===== src/rtl/u16u8_pkg.sv =====
// shared types, constants and encode helper for the utf-16le to utf-8 transcoder
package u16u8_pkg;

	// most result bytes one code unit can cause: flushed high surrogate plus one unit
	localparam int MaxRes  = 6;
	localparam int ResCntW = $clog2(MaxRes + 1);

	// surrogate ranges by their top six bits
	localparam logic [5:0] HighSurrTag = 6'b110110;	// 0xd800..0xdbff
	localparam logic [5:0] LowSurrTag  = 6'b110111;	// 0xdc00..0xdfff

	// utf-8 length limits and byte marks
	localparam logic [15:0] OneByteLim = 16'h0080;
	localparam logic [15:0] TwoByteLim = 16'h0800;
	localparam logic [20:0] SuppBase   = 21'h10000;
	localparam logic [7:0]  Lead2Mark  = 8'hC0;
	localparam logic [7:0]  Lead3Mark  = 8'hE0;
	localparam logic [7:0]  Lead4Mark  = 8'hF0;
	localparam logic [7:0]  ContMark   = 8'h80;

	// one result item
	typedef struct packed {
		logic [7:0] out_byte;
		logic       has_byte;
		logic       end_of_string;
	} res_t;

	// utf-8 bytes of a code point below 0x10000
	typedef struct packed {
		logic [2:0][7:0] b;
		logic [1:0]      len;
	} bmp_seq_t;

	function automatic bmp_seq_t enc_bmp(input logic [15:0] cp);
		bmp_seq_t s;
		s = '0;
		if (cp < OneByteLim) begin
			s.b[0] = cp[7:0];
			s.len  = 2'd1;
		end else if (cp < TwoByteLim) begin
			s.b[0] = Lead2Mark | {3'b000, cp[10:6]};
			s.b[1] = ContMark | {2'b00, cp[5:0]};
			s.len  = 2'd2;
		end else begin
			s.b[0] = Lead3Mark | {4'b0000, cp[15:12]};
			s.b[1] = ContMark | {2'b00, cp[11:6]};
			s.b[2] = ContMark | {2'b00, cp[5:0]};
			s.len  = 2'd3;
		end
		return s;
	endfunction

endpackage


===== src/rtl/u16u8_if.sv =====
// handshake channel interfaces: code units in, utf-8 bytes out, mode register write

interface u16u8_in_if;
	logic        valid;
	logic        ready;
	logic [15:0] code_unit;
	logic        last_unit;

	modport source (output valid, output code_unit, output last_unit, input ready);
	modport sink   (input valid, input code_unit, input last_unit, output ready);
endinterface

interface u16u8_out_if;
	logic       valid;
	logic       ready;
	logic [7:0] out_byte;
	logic       has_byte;
	logic       end_of_string;

	modport source (output valid, output out_byte, output has_byte, output end_of_string,
		input ready);
	modport sink   (input valid, input out_byte, input has_byte, input end_of_string,
		output ready);
endinterface

interface u16u8_cfg_if;
	logic valid;
	logic ready;
	logic data;

	modport source (output valid, output data, input ready);
	modport sink   (input valid, input data, output ready);
endinterface


===== src/rtl/utf16le_to_utf8_transcoder.sv =====
// utf-16le / latin-1 to utf-8 transcoder top level
//
// units: code units of one string, last_unit marks the final unit of the bound.
// utf8:  one utf-8 byte per transfer; has_byte low marks an end-only item made
//        for a zero unit; end_of_string is set on the final item of the string.
// cfg:   always ready; data is narrow_input_mode (1 = latin-1 in code_unit[7:0]).
//        Write it only while the block is idle.
// A unit is registered in the input stage, decoded there in one pass into up to
// six result items, and loaded into a six-entry output shift buffer. The first
// byte is offered once the unit has passed the input stage register and been
// loaded into the output buffer. The buffer drains one byte per cycle while
// the receiver is ready; a unit yields up to six items (most yield one to three),
// and units yielding none do not load the buffer. The input stage takes a new unit
// while the buffer still drains its last byte.
// A receiver stall holds the buffer; the input stage then fills and units back
// up through units.ready. Reset clears the held surrogate, the terminator flag,
// the mode register and all valid state.
module utf16le_to_utf8_transcoder (
	input  logic               clk,
	input  logic               arst_n,
	u16u8_cfg_if.sink          cfg,
	u16u8_in_if.sink           units,
	u16u8_out_if.source        utf8
);

	// mode register
	logic narrow_q;

	// input stage
	logic        valid_s1;
	logic [15:0] unit_s1;
	logic        last_s1;

	// string state
	logic [9:0] held_payload_q;
	logic       held_valid_q;
	logic       after_term_q;

	// output buffer
	u16u8_pkg::res_t                          buf_s2 [u16u8_pkg::MaxRes];
	logic [u16u8_pkg::ResCntW-1:0]           cnt_s2;

	// decode results
	logic [15:0]                    unit_m;
	logic                           is_low, is_high, pair, flush, marker, hold_new;
	u16u8_pkg::bmp_seq_t            hs, us;
	logic [20:0]                    cp4;
	logic [3:0][7:0]                tail;
	logic [2:0]                     tail_len;
	logic [u16u8_pkg::ResCntW-1:0] n_res;
	logic [6:0][7:0]                lst;
	u16u8_pkg::res_t                res [u16u8_pkg::MaxRes];
	logic                           out_xfer, buf_free, adv;

	assign cfg.ready = 1'b1;

	// mode register write
	always_ff @(posedge clk or negedge arst_n) begin
		if (!arst_n) begin
			narrow_q <= 1'b0;
		end else if (cfg.valid) begin
			narrow_q <= cfg.data;
		end
	end

	// unit classification
	always_comb begin
		unit_m   = narrow_q ? {8'h00, unit_s1[7:0]} : unit_s1;
		is_low   = !narrow_q && (unit_m[15:10] == u16u8_pkg::LowSurrTag);
		is_high  = !narrow_q && (unit_m[15:10] == u16u8_pkg::HighSurrTag);
		pair     = held_valid_q && is_low;
		flush    = held_valid_q && !pair;
		marker   = !pair && (unit_m == 16'h0000);
		hold_new = !pair && !marker && is_high && !last_s1;
		hs       = u16u8_pkg::enc_bmp({u16u8_pkg::HighSurrTag, held_payload_q});
		us       = u16u8_pkg::enc_bmp(unit_m);
		cp4      = u16u8_pkg::SuppBase + {1'b0, held_payload_q, unit_m[9:0]};
	end

	// bytes of the current unit
	always_comb begin
		tail = '0;
		if (pair) begin
			tail[0]  = u16u8_pkg::Lead4Mark | {5'b00000, cp4[20:18]};
			tail[1]  = u16u8_pkg::ContMark | {2'b00, cp4[17:12]};
			tail[2]  = u16u8_pkg::ContMark | {2'b00, cp4[11:6]};
			tail[3]  = u16u8_pkg::ContMark | {2'b00, cp4[5:0]};
			tail_len = 3'd4;
		end else if (marker) begin
			tail_len = 3'd1;
		end else if (hold_new) begin
			tail_len = 3'd0;
		end else begin
			tail[0]  = us.b[0];
			tail[1]  = us.b[1];
			tail[2]  = us.b[2];
			tail_len = {1'b0, us.len};
		end
	end

	// result list: flushed high surrogate first, then the current unit
	always_comb begin
		if (after_term_q) begin
			n_res = '0;
		end else begin
			n_res = (flush ? u16u8_pkg::ResCntW'(3) : '0) + u16u8_pkg::ResCntW'(tail_len);
		end
		if (flush) begin
			lst = {tail[3], tail[2], tail[1], tail[0], hs.b[2], hs.b[1], hs.b[0]};
		end else begin
			lst = {24'h000000, tail[3], tail[2], tail[1], tail[0]};
		end
		for (int i = 0; i < u16u8_pkg::MaxRes; i++) begin
			res[i].out_byte      = lst[i];
			res[i].has_byte      = !(marker && (u16u8_pkg::ResCntW'(i + 1) == n_res));
			res[i].end_of_string = (u16u8_pkg::ResCntW'(i + 1) == n_res) && (last_s1 || marker);
		end
	end

	// stage control
	assign out_xfer    = utf8.valid && utf8.ready;
	assign buf_free    = (cnt_s2 == '0) || ((cnt_s2 == u16u8_pkg::ResCntW'(1)) && utf8.ready);
	assign adv         = valid_s1 && ((n_res == '0) || buf_free);
	assign units.ready = !valid_s1 || adv;

	// input stage register
	always_ff @(posedge clk or negedge arst_n) begin
		if (!arst_n) begin
			valid_s1 <= 1'b0;
		end else if (units.ready) begin
			valid_s1 <= units.valid;
		end
	end

	always_ff @(posedge clk) begin
		if (units.ready && units.valid) begin
			unit_s1 <= units.code_unit;
			last_s1 <= units.last_unit;
		end
	end

	// string state update when the input stage retires its unit
	always_ff @(posedge clk or negedge arst_n) begin
		if (!arst_n) begin
			held_payload_q <= '0;
			held_valid_q   <= 1'b0;
			after_term_q   <= 1'b0;
		end else if (adv) begin
			if (after_term_q) begin
				after_term_q <= !last_s1;
			end else begin
				after_term_q   <= marker && !last_s1;
				held_valid_q   <= hold_new;
				held_payload_q <= hold_new ? unit_m[9:0] : '0;
			end
		end
	end

	// output buffer count
	always_ff @(posedge clk or negedge arst_n) begin
		if (!arst_n) begin
			cnt_s2 <= '0;
		end else if (adv && (n_res != '0)) begin
			cnt_s2 <= n_res;
		end else if (out_xfer) begin
			cnt_s2 <= cnt_s2 - u16u8_pkg::ResCntW'(1);
		end
	end

	// output buffer entries: load a whole list or shift one out
	always_ff @(posedge clk) begin
		if (adv && (n_res != '0)) begin
			for (int i = 0; i < u16u8_pkg::MaxRes; i++) begin
				buf_s2[i] <= res[i];
			end
		end else if (out_xfer) begin
			for (int i = 0; i < u16u8_pkg::MaxRes - 1; i++) begin
				buf_s2[i] <= buf_s2[i + 1];
			end
		end
	end

	assign utf8.valid         = (cnt_s2 != '0);
	assign utf8.out_byte      = buf_s2[0].out_byte;
	assign utf8.has_byte      = buf_s2[0].has_byte;
	assign utf8.end_of_string = buf_s2[0].end_of_string;

endmodule


===== src/flat_wrapper.sv =====
// flat-port wrapper written by rule: the top's interface ports become plain ports
module utf16le_to_utf8_transcoder_flat 
  (clk, arst_n, cfg_valid, cfg_data, cfg_ready, units_valid, units_code_unit, units_last_unit, units_ready, utf8_valid, utf8_out_byte, utf8_has_byte, utf8_end_of_string, utf8_ready);
  u16u8_cfg_if cfg_i ();
  u16u8_in_if units_i ();
  u16u8_out_if utf8_i ();
  input  logic clk;
  input  logic arst_n;
  input wire logic [$bits(cfg_i.valid)-1:0] cfg_valid;
  input wire logic [$bits(cfg_i.data)-1:0] cfg_data;
  output wire logic [$bits(cfg_i.ready)-1:0] cfg_ready;
  input wire logic [$bits(units_i.valid)-1:0] units_valid;
  input wire logic [$bits(units_i.code_unit)-1:0] units_code_unit;
  input wire logic [$bits(units_i.last_unit)-1:0] units_last_unit;
  output wire logic [$bits(units_i.ready)-1:0] units_ready;
  output wire logic [$bits(utf8_i.valid)-1:0] utf8_valid;
  output wire logic [$bits(utf8_i.out_byte)-1:0] utf8_out_byte;
  output wire logic [$bits(utf8_i.has_byte)-1:0] utf8_has_byte;
  output wire logic [$bits(utf8_i.end_of_string)-1:0] utf8_end_of_string;
  input wire logic [$bits(utf8_i.ready)-1:0] utf8_ready;
  assign cfg_i.valid = cfg_valid;
  assign cfg_i.data = cfg_data;
  assign cfg_ready = cfg_i.ready;
  assign units_i.valid = units_valid;
  assign units_i.code_unit = units_code_unit;
  assign units_i.last_unit = units_last_unit;
  assign units_ready = units_i.ready;
  assign utf8_valid = utf8_i.valid;
  assign utf8_out_byte = utf8_i.out_byte;
  assign utf8_has_byte = utf8_i.has_byte;
  assign utf8_end_of_string = utf8_i.end_of_string;
  assign utf8_i.ready = utf8_ready;
  utf16le_to_utf8_transcoder u_core (.clk(clk), .arst_n(arst_n), .cfg(cfg_i), .units(units_i), .utf8(utf8_i));
endmodule

===== config.mk =====
export PLATFORM = sky130hd
export DESIGN_NAME = utf16le_to_utf8_transcoder_flat
export DESIGN_NICKNAME = d
export VERILOG_FILES = /design/src/rtl/u16u8_pkg.sv /design/src/rtl/u16u8_if.sv /design/src/rtl/utf16le_to_utf8_transcoder.sv /design/src/flat_wrapper.sv
export SDC_FILE = /design/constraint.sdc
export NUM_CORES = 1
export LEC_CHECK = 0
export BUFFER_PORTS_ARGS = -buffer_cell sky130_fd_sc_hd__buf_2
export CELL_PAD_IN_SITES_DETAIL_PLACEMENT = 0
export CELL_PAD_IN_SITES_GLOBAL_PLACEMENT = 1
export CORE_MARGIN = 2
export CORE_UTILIZATION = 48
export DETAILED_ROUTE_END_ITERATION = 10
export GPL_TIMING_DRIVEN = 0
export HOLD_SLACK_MARGIN = 0.1
export PLACE_DENSITY_LB_ADDON = 0.15
export SETUP_SLACK_MARGIN = 0.3
export SLEW_MARGIN = 20
export SYNTH_ARGS = -nofsm -noshare
export SYNTH_HDL_FRONTEND = slang
export SYNTH_SLANG_ARGS = --single-unit

===== constraint.sdc =====
create_clock -name clk -period 6.15 [get_ports clk]
set_input_delay 0.3075 -clock clk [delete_from_list [all_inputs] [get_ports clk]]
set_output_delay 0.3075 -clock clk [all_outputs]
set_load 0.02 [all_outputs]

==> results.txt, run 1 <==
The mapped cell area came out at 4880 µm². The total area of multi-input combinational cells came out at 1950 µm². After floorplanning, the core was divided into 36 placement rows.

The final layout contains routed wiring with a total length of 12500 µm. The required time of the critical path is 6.16 ns. The count of max-cap constraint violations is 0. The number of DRC markers in iteration 0 is 344. The pre-antenna-repair detailed-routing pass consisted of 5 iterations. The final-report max-slew violation count was 0. The worst-skew pair later-pin latency is 0.38 ns. The number of hold-slack violations in the final timing report was 0. The number of buffers added to fix hold violations after cts is 16. The initial antenna violation count is 0. Counting along the longest clock path gives a buffer depth of 2. The count of distinct cell types in the synthesized netlist is 75. The total of buffers placed on input and output ports came out at 34.

The via count of the routed design is 3713. The largest net degree at the start of global routing is 50. The number of clock sinks came out at 92. In the global route stage, overall resource usage came out at 24.2%. For this run, the top clock speed supported by timing is 0.231 GHz. The power dissipated by switching net loads is 0.886 mW.

The async set-or-reset flop fraction in the synthesized netlist came out at 18.5%. From synthesis to final layout, the design area changed by 14.0%. The clock buffer count from CTS is 9. For this configuration, the core starts out at a cell density of 49.7%. Summed over all cells, the static leakage comes to 2.08 nW. The peak per-stage delay on the critical path came out at 0.71 ns.

Counting flops and latches in the post-synthesis netlist gives 92. STA classifies the critical path endpoint as a flop. Together, buffers and inverters on the worst path number 3. The run finished with clean final reports. The library cell with the largest summed area after synthesis is sky130_fd_sc_hd__edfxtp_1.

Of all nets on the critical path, the largest fanout is 49. The clock transition at the registers of the reported paths came out at 0.09 ns. The post-detailed-placement cell area came out at 5230 µm². The clock tree synthesis step divided the H-tree into 3 levels. The share of the yosys chip area belonging to registers is 54.9%. Walking the worst path, the cells encountered are nand4b_4, o21ai_0, inv_1, clkbuf_1, ha_1, inv_1, fa_1, nor2b_1, a21oi_2, nand2b_4. The normalized max-slew margin came out at 43.1%. The worst-case setup margin in the final layout is 1.83 ns. Cells with a size suffix above 1 make up 19.8% of the layout. Counting stages on the worst path, the most repeated cell is sky130_fd_sc_hd__inv_1. The I/O pin count came out at 36.

Counting the fill cells in the layout gives 897. Yosys printed 0 warnings. The slew at the pin with the worst max-slew slack came out at 0.854 ns. Setup repair after global routing left no endpoint under its margin. Combinational cells account for 36.6% of the total power. The clock tree root driver cell is sky130_fd_sc_hd__clkbuf_8. The routed via count divided by cell count came out at 5.81. The pre-CTS setup slack is 1.90 ns. The global-route wire length before repair is 20100 µm.

After floorplanning, the core was sized to cover 9820 µm². The overall overflow remaining after global route came out at 0. The maximum resistive drop on vdd came out at 0.000265 V.

The setup skew after layout came out at 0.0199 ns. The area share of the leading cell type in the synthesized netlist came out at 46.2%. The class of the most critical hold timing path is input pin to flop. In the routed design, unresolved DRC markers number 0. The total area of sequential cells is 2680 µm². The height of the die is 105 µm.

The net count after synthesis is 469. The net count reported at finish came out at 530. By area the synthesized netlist is led by sky130_fd_sc_hd__edfxtp_1, sky130_fd_sc_hd__dfrtp_1, sky130_fd_sc_hd__nand2_1, sky130_fd_sc_hd__o21ai_0, sky130_fd_sc_hd__nor2_1. STA classifies the critical path startpoint as a flop.

The total chip power is 2.33 mW. The ratio of total power to cell area is 418 nW/µm². For this run, the leading register cell type out of synthesis is sky130_fd_sc_hd__edfxtp_1. The number of antenna diodes in the final layout is 0. TritonCTS built the clock tree. The critical path is of the flop to flop type. Internal power comes to 1.44 mW.

Setup violations remaining at the end of the flow were counted as 0. On the critical path, the stage with the largest delay is an instance of sky130_fd_sc_hd__nand2b_4. The design area came out at 5560 µm². Among cell families on the critical path, the largest total delay comes from simple AND/OR/NAND/NOR gates.

The final critical-path required period came out at 4.32 ns. The die area came out at 11000 µm². The number of enable-type register cells in the synthesized netlist came out at 75. The cell count after synthesis came out at 440.

The buffers inserted during post-CTS setup optimization is 0. The HPWL after detailed placement came out at 8990 µm. The register-to-register setup slack is 1.83 ns. The final weighted congestion of routability-driven global placement came out at 0.914.

The number of nets still failing antenna checks after routing came out at 0. The switching portion of total power is 38.1%. Once the clock tree was built, the resizer swapped 0 gates to a different size. Once layout is complete, the utilization of the core stands at 56.6%. Per report_power, the sequential group accounts for 47.1% of the total. The number of global-route vias before repair is 3565. The average detailed-routed wire length per instance is 19.6 µm.

Summed over all failing endpoints, the final setup total negative slack is 0 ns. The die is 105 µm wide. The clock share of power is 16.3%. In the finished design, the share of the clock period the worst path needs comes to 70.3%. The synthesized area divided by synthesized cell count is 11.1 µm². The critical path arrival came out at 4.33 ns.
registers in the layout (all words and copies together), names as in the netlist:
| register | flops |
|---|---|
| u_core.held_valid_q | 1 |
| u_core.cnt_s2 | 3 |
| u_core.after_term_q | 1 |
| u_core.buf_s2 | 58 |
| u_core.last_s1 | 1 |
| u_core.held_payload_q | 10 |
| u_core.unit_s1 | 16 |
| u_core.valid_s1 | 1 |
| u_core.narrow_q | 1 |
layout make-up:
type	count	area share, %
flip-flops and latches	92	48.2
multi-input cells	299	35.2
repair buffers	50	5.94
plain buffers	27	3.20
well taps	133	2.99
clock buffers	11	2.36
inverters	22	1.49
clock inverters	5	0.698
placed cells by master (no fill, tap or decap), types with 12 or more instances in the layout:
cell                            instances
sky130_fd_sc_hd__a21oi_1               21
sky130_fd_sc_hd__buf_2                 44
sky130_fd_sc_hd__dfrtp_1               17
sky130_fd_sc_hd__dlygate4sd3_1         16
sky130_fd_sc_hd__edfxtp_1              75
sky130_fd_sc_hd__inv_1                 21
sky130_fd_sc_hd__mux2i_1               12
sky130_fd_sc_hd__nand2_1               55
sky130_fd_sc_hd__nor2_1                36
sky130_fd_sc_hd__o21ai_0               32
Yosys cell counts, drive strengths merged (7+ instances only):
cell type and instances:
edfxtp 75, nand2 55, nor2 36, o21ai 34, a21oi 23, buf 23, inv 22, dfrtp 17
mux2i 12, and2 10, nor3 9, o211ai 9, nand3 8, a221oi 7, a31oi 7
path summary, 6_finish.rpt:
| kind | from | to | depth (start not counted) |
|---|---|---|---|
| worst max-delay path | u_core.unit_s1[14] | u_core.buf_s2[0][34] | 10 |
| worst min-delay path | units_code_unit[13] | u_core.unit_s1[13] | 1 |
| worst max register to register | u_core.unit_s1[14] | u_core.buf_s2[0][34] | 10 |
| worst min register to register | u_core.buf_s2[0][53] | u_core.buf_s2[0][43] | 2 |
| max in group asynchronous | arst_n | u_core.held_valid_q | 2 |
| min in group asynchronous | arst_n | u_core.held_payload_q[0] | 2 |
through the flow:
| step | cells | hold WS (ns) |
|---|---|---|
| after global routing | 639 | 0.104 |
| after detailed placement | 607 | 0.286 |
| after CTS | 639 | 0.100 |
| after floorplan | 440 | 0.0119 |
| final | 639 | 0.110 |
| after global placement | 607 | 0.295 |
power by group through the flow:
stage               Sequential (mW)  Combinational [mW]  Clock, mW
finish                         1.09               0.852      0.379
global route                   1.12               0.933      0.405
CTS                            1.10               0.847      0.379
detailed placement             1.11               0.836          0
global placement               1.11               0.820          0
floorplan                      1.07               0.602          0
cell families (layout without fill, tap and decap cells):
logic type / count (synthesis) / after routing / share of synthesized area, %
other: 1 / 1 / 0.0769
and+or+nand+nor: 151 / 151 / 15.9
AOI/OAI and AO/OA: 120 / 120 / 17.2
muxes: 17 / 17 / 3.77
DFF: 92 / 92 / 54.9
xor gates and xnor gates: 4 / 4 / 1.10
adders and majority gates: 6 / 6 / 1.69
buffers and inverters: 49 / 115 / 5.33
per-layer routing:
layer	global-route usage, %	up-vias	wire, µm
li1	-	1744	-
met1	35.1	1787	5900
met2	35.7	162	5520
met3	5.18	20	819
met4	8.76	0	272
met5	0	-	0
Power figures use the tool's default switching activity.
==> inputs of run 2 (changes only) <==
CORE_UTILIZATION = 44   (was 48)
clock period = 3.97 ns   (was 6.15 ns; I/O delays follow)
==> run 2 against run 1 <==
Compared with the run above:
- cell count rose by 7.5%
- final area is 9.7% higher
- count of clock-buffer cells in the layout rose by 1
- hold slack better by 0.14 ns
- fmax increased by 22%
- clock power rose by 82%
- sequential share of layout area fell by 4.2 points
- first-iteration DRC count rose by 6.7%
- clock skew shrank 0.011 ns
==> results.txt, run 2 (synthesis gave the netlist of run 1 again) <==
Outcome: completed (unchanged). The dominant delay contributor by cell family on the critical path is adder cells (was simple AND/OR/NAND/NOR gates). The number of flip-flops under the largest register name is 58 (unchanged). The register-to-register setup slack came out at 0.44 ns (was 1.83 ns). The average detailed-routed wire length per instance is 19.8 µm (was 19.6 µm). The required time of the critical path is 4.08 ns (was 6.16 ns).

The number of clock sinks came out at 92 (unchanged). The final critical-path required period is 3.53 ns (was 4.32 ns). The total of buffers placed on input and output ports is 34 (unchanged). The HPWL after detailed placement is 9050 µm (was 8990 µm). The antenna diode count came out at 0 (unchanged).

Top flop regs: u_core.buf_s2 (58), u_core.unit_s1 (16), u_core.held_payload_q (10) (unchanged). Most used cells in the layout excluding fill and tap cells: sky130_fd_sc_hd__edfxtp_1, sky130_fd_sc_hd__nand2_1, sky130_fd_sc_hd__buf_4 (was sky130_fd_sc_hd__edfxtp_1, sky130_fd_sc_hd__nand2_1, sky130_fd_sc_hd__buf_2). The number of global-route vias before repair is 3720 (was 3565). The highest fanout seen on the critical path is 10 (was 49). The via count of the routed design is 3928 (was 3713). The global-route wire length before repair is 21100 µm (was 20100 µm). The final weighted congestion of routability-driven global placement came out at 0.882 (was 0.914). The number of DRC violations after detailed routing came to 0 (unchanged). The relative area change from synthesis to final layout came out at 25.0% (was 14.0%). The initial standard-cell utilization of the core came out at 45.0% (was 49.7%).

The clock buffer count from CTS came out at 9 (unchanged). The worst-case hold slack came out at 0.246 ns (was 0.110 ns). The slew at the pin with the worst max-slew slack came out at 0.994 ns (was 0.854 ns).

The number of fill cells in the layout is 976 (was 897). The total area of multi-input combinational cells is 2120 µm² (was 1950 µm²). The critical register-to-register path startpoint is u_core.unit_s1[14] (unchanged). The routed via count divided by cell count is 5.72 (was 5.81). The I/O pin count came to 36 (unchanged). The fraction of layout cells with a size suffix above 1 came out at 27.2% (was 19.8%). The maximum resistive drop on vdd is 0.000424 V (was 0.000265 V). The horizontal die dimension came to 109 µm (was 105 µm). The wire length after detailed routing was 13600 µm (was 12500 µm). The clock tree root driver cell is sky130_fd_sc_hd__clkbuf_8 (unchanged). The worst-case clock buffer depth is 2 (unchanged). The leakage power summed over all cells is 2.33 nW (was 2.08 nW).

The startpoint class of the critical path is a flop (unchanged). The length in cells of the worst reg-to-reg path is 14 (was 10). The final-report max-slew violation count was 0 (unchanged). The core box area is 10800 µm² (was 9820 µm²).

The normalized max-slew margin is 32.7% (was 43.1%). The height of the die came out at 109 µm (was 105 µm). The die area came out at 11900 µm² (was 11000 µm²). The critical hold path startpoint is utf8_ready (was units_code_unit[13]). The number of hold-slack violations in the final timing report came out at 0 (unchanged). The TritonCTS clock tree is built (unchanged). The count of max-cap constraint violations came to 0 (unchanged).

The element type at the critical path end is a flop (unchanged). The row count came out at 38 (was 36). The combined buffer and inverter count along the critical path came to 5 (was 3). The register with the highest flop count is u_core.buf_s2 (unchanged). The first-pass iteration count of the detailed router came out at 5 (unchanged). The count of cells along the worst hold path came to 3 (was 1). The maximum achievable frequency is 0.283 GHz (was 0.231 GHz). The largest net degree at the start of global routing came out at 18 (was 50).

The global router's overall resource usage came out at 24.3% (was 24.2%). The ratio of total power to cell area came out at 652 nW/µm² (was 418 nW/µm²). The class of the most critical hold timing path was input pin to flop (unchanged). The overall overflow remaining after global route is 0 (unchanged). The number of DRC markers in iteration 0 came out at 367 (was 344). Setup repair after global routing missed its margin: false (unchanged). The number of nets still failing antenna checks after routing is 0 (unchanged). The design area came out at 6100 µm² (was 5560 µm²).

The capturing point of the worst reg2reg path is u_core.buf_s2[0][23] (was u_core.buf_s2[0][34]). The total area of sequential cells was 2680 µm² (unchanged). The initial antenna violation count came out at 0 (unchanged).

The terminating pin of the worst hold path is u_core.cnt_s2[2] (was u_core.unit_s1[13]). The slowest cell on the critical path is sky130_fd_sc_hd__fa_2 (was sky130_fd_sc_hd__nand2b_4). The most frequent standard cell in the layout excluding fill and tap cells is sky130_fd_sc_hd__edfxtp_1 (unchanged).

The total number of H-tree levels is 3 (unchanged). The setup skew after layout is 0.00909 ns (was 0.0199 ns). The final period utilization is 89.0% (was 70.3%).

The post-detailed-placement cell area came out at 5240 µm² (was 5230 µm²). The critical path arrival is 3.64 ns (was 4.33 ns). Cell breakdown of the critical path: buf_4, nand4b_4, o21ai_1, inv_2, buf_6, ha_1, inv_1, fa_2, nor2b_4, nand4b_1, o211a_4, buf_4, o21ai_0, o21ai_0 (was nand4b_4, o21ai_0, inv_1, clkbuf_1, ha_1, inv_1, fa_1, nor2b_1, a21oi_2, nand2b_4). The net count reported at finish is 571 (was 530). The critical setup path kind is flop to flop (unchanged). The clock transition at the registers of the reported paths is 0.09 ns (about the same). The final setup violation count is 0 (unchanged). The peak per-stage delay on the critical path is 0.58 ns (was 0.71 ns). The worst-skew pair later-pin latency came out at 0.38 ns (about the same).
==> run 2: changes by cell type in the layout (fill, tap and decap cells not counted), moves of 2 or more <==
| cell | before | now |
|---|---|---|
| sky130_fd_sc_hd__buf_6 | 2 | 4 |
| sky130_fd_sc_hd__buf_2 | 44 | 40 |
| sky130_fd_sc_hd__nor3_1 | 8 | 6 |
| sky130_fd_sc_hd__nand2b_2 | 0 | 2 |
| sky130_fd_sc_hd__bufinv_16 | 0 | 2 |
| sky130_fd_sc_hd__clkbuf_4 | 0 | 2 |
| sky130_fd_sc_hd__buf_4 | 10 | 42 |
| sky130_fd_sc_hd__a211oi_2 | 0 | 2 |
| sky130_fd_sc_hd__dlygate4sd3_1 | 16 | 21 |
| sky130_fd_sc_hd__a211oi_1 | 5 | 3 |
| sky130_fd_sc_hd__clkinv_4 | 3 | 1 |
| sky130_fd_sc_hd__o211ai_4 | 0 | 2 |
| sky130_fd_sc_hd__nand2b_4 | 1 | 3 |
==> run 2: tightest hold or removal path: stages <==
cell                      delay (ns)
sky130_fd_sc_hd__buf_2          0.15
sky130_fd_sc_hd__and3_1         0.17
sky130_fd_sc_hd__o22ai_1        0.07
==> run 2: metrics by stage <==
step / setup slack (ns) / setup TNS, ns / util [%] / power, mW / instances
after floorplan: 0.382 / 0 / - / 2.59 / 440
after global placement: -0.346 / -22.11 / 48.3 / 2.99 / 614
after detailed placement: -0.336 / -18.89 / 48.3 / 3.02 / 614
after CTS: 0.285 / 0 / 53.9 / 3.82 / 663
after global routing: 0.298 / 0 / 56.2 / 4.19 / 687
final: 0.436 / 0 / 56.2 / 3.97 / 687
==> run 2: worst max-delay path by stage <==
| stage | startpoint | end | slack (ns) | cells past startpoint |
|---|---|---|---|---|
| floorplan | u_core.unit_s1[14] | u_core.last_s1 | 0.38 | 10 |
| finish | u_core.unit_s1[14] | u_core.buf_s2[0][23] | 0.44 | 14 |
| global route | u_core.unit_s1[14] | u_core.buf_s2[0][27] | 0.30 | 14 |
| global placement | u_core.unit_s1[12] | u_core.unit_s1[4] | -0.35 | 10 |
| CTS | u_core.unit_s1[10] | u_core.buf_s2[0][37] | 0.28 | 13 |
| detailed placement | u_core.unit_s1[13] | u_core.buf_s2[0][34] | -0.34 | 10 |
==> run 2: cell type report <==
cell class	count	share of cell area [%]
clock buffer	12	2.22
multi-input combinational	303	34.8
buffer	27	3.26
timing repair buffer	87	10.4
clock inverter	4	1.21
inverter	22	1.35
tap	140	2.87
sequential	92	43.9
==> run 2: repair_timing <==
action	in CTS	in global routing
buffers inserted	8	24
gates resized for setup	18	16
setup endpoints to repair	128	119
cloned	4	0
endpoints found under the hold margin	36	0
pin swaps	4	9
hold buffers	21	0
==> run 2: report_power, final <==
group,internal [mW],switching [mW]
registers,1.51,0.167
logic,0.659,0.944
clock network,0.356,0.334
total,2.53,1.45
==> run 2: routing by layer <==
layer  up-vias  share of wire [%]  track usage [%]
li1       1841                  -                -
met1      1920                 46             34.7
met2       146                 46             37.4
met3        21                6.9             5.39
met4         0                1.9             7.23
met5         -                  0                0
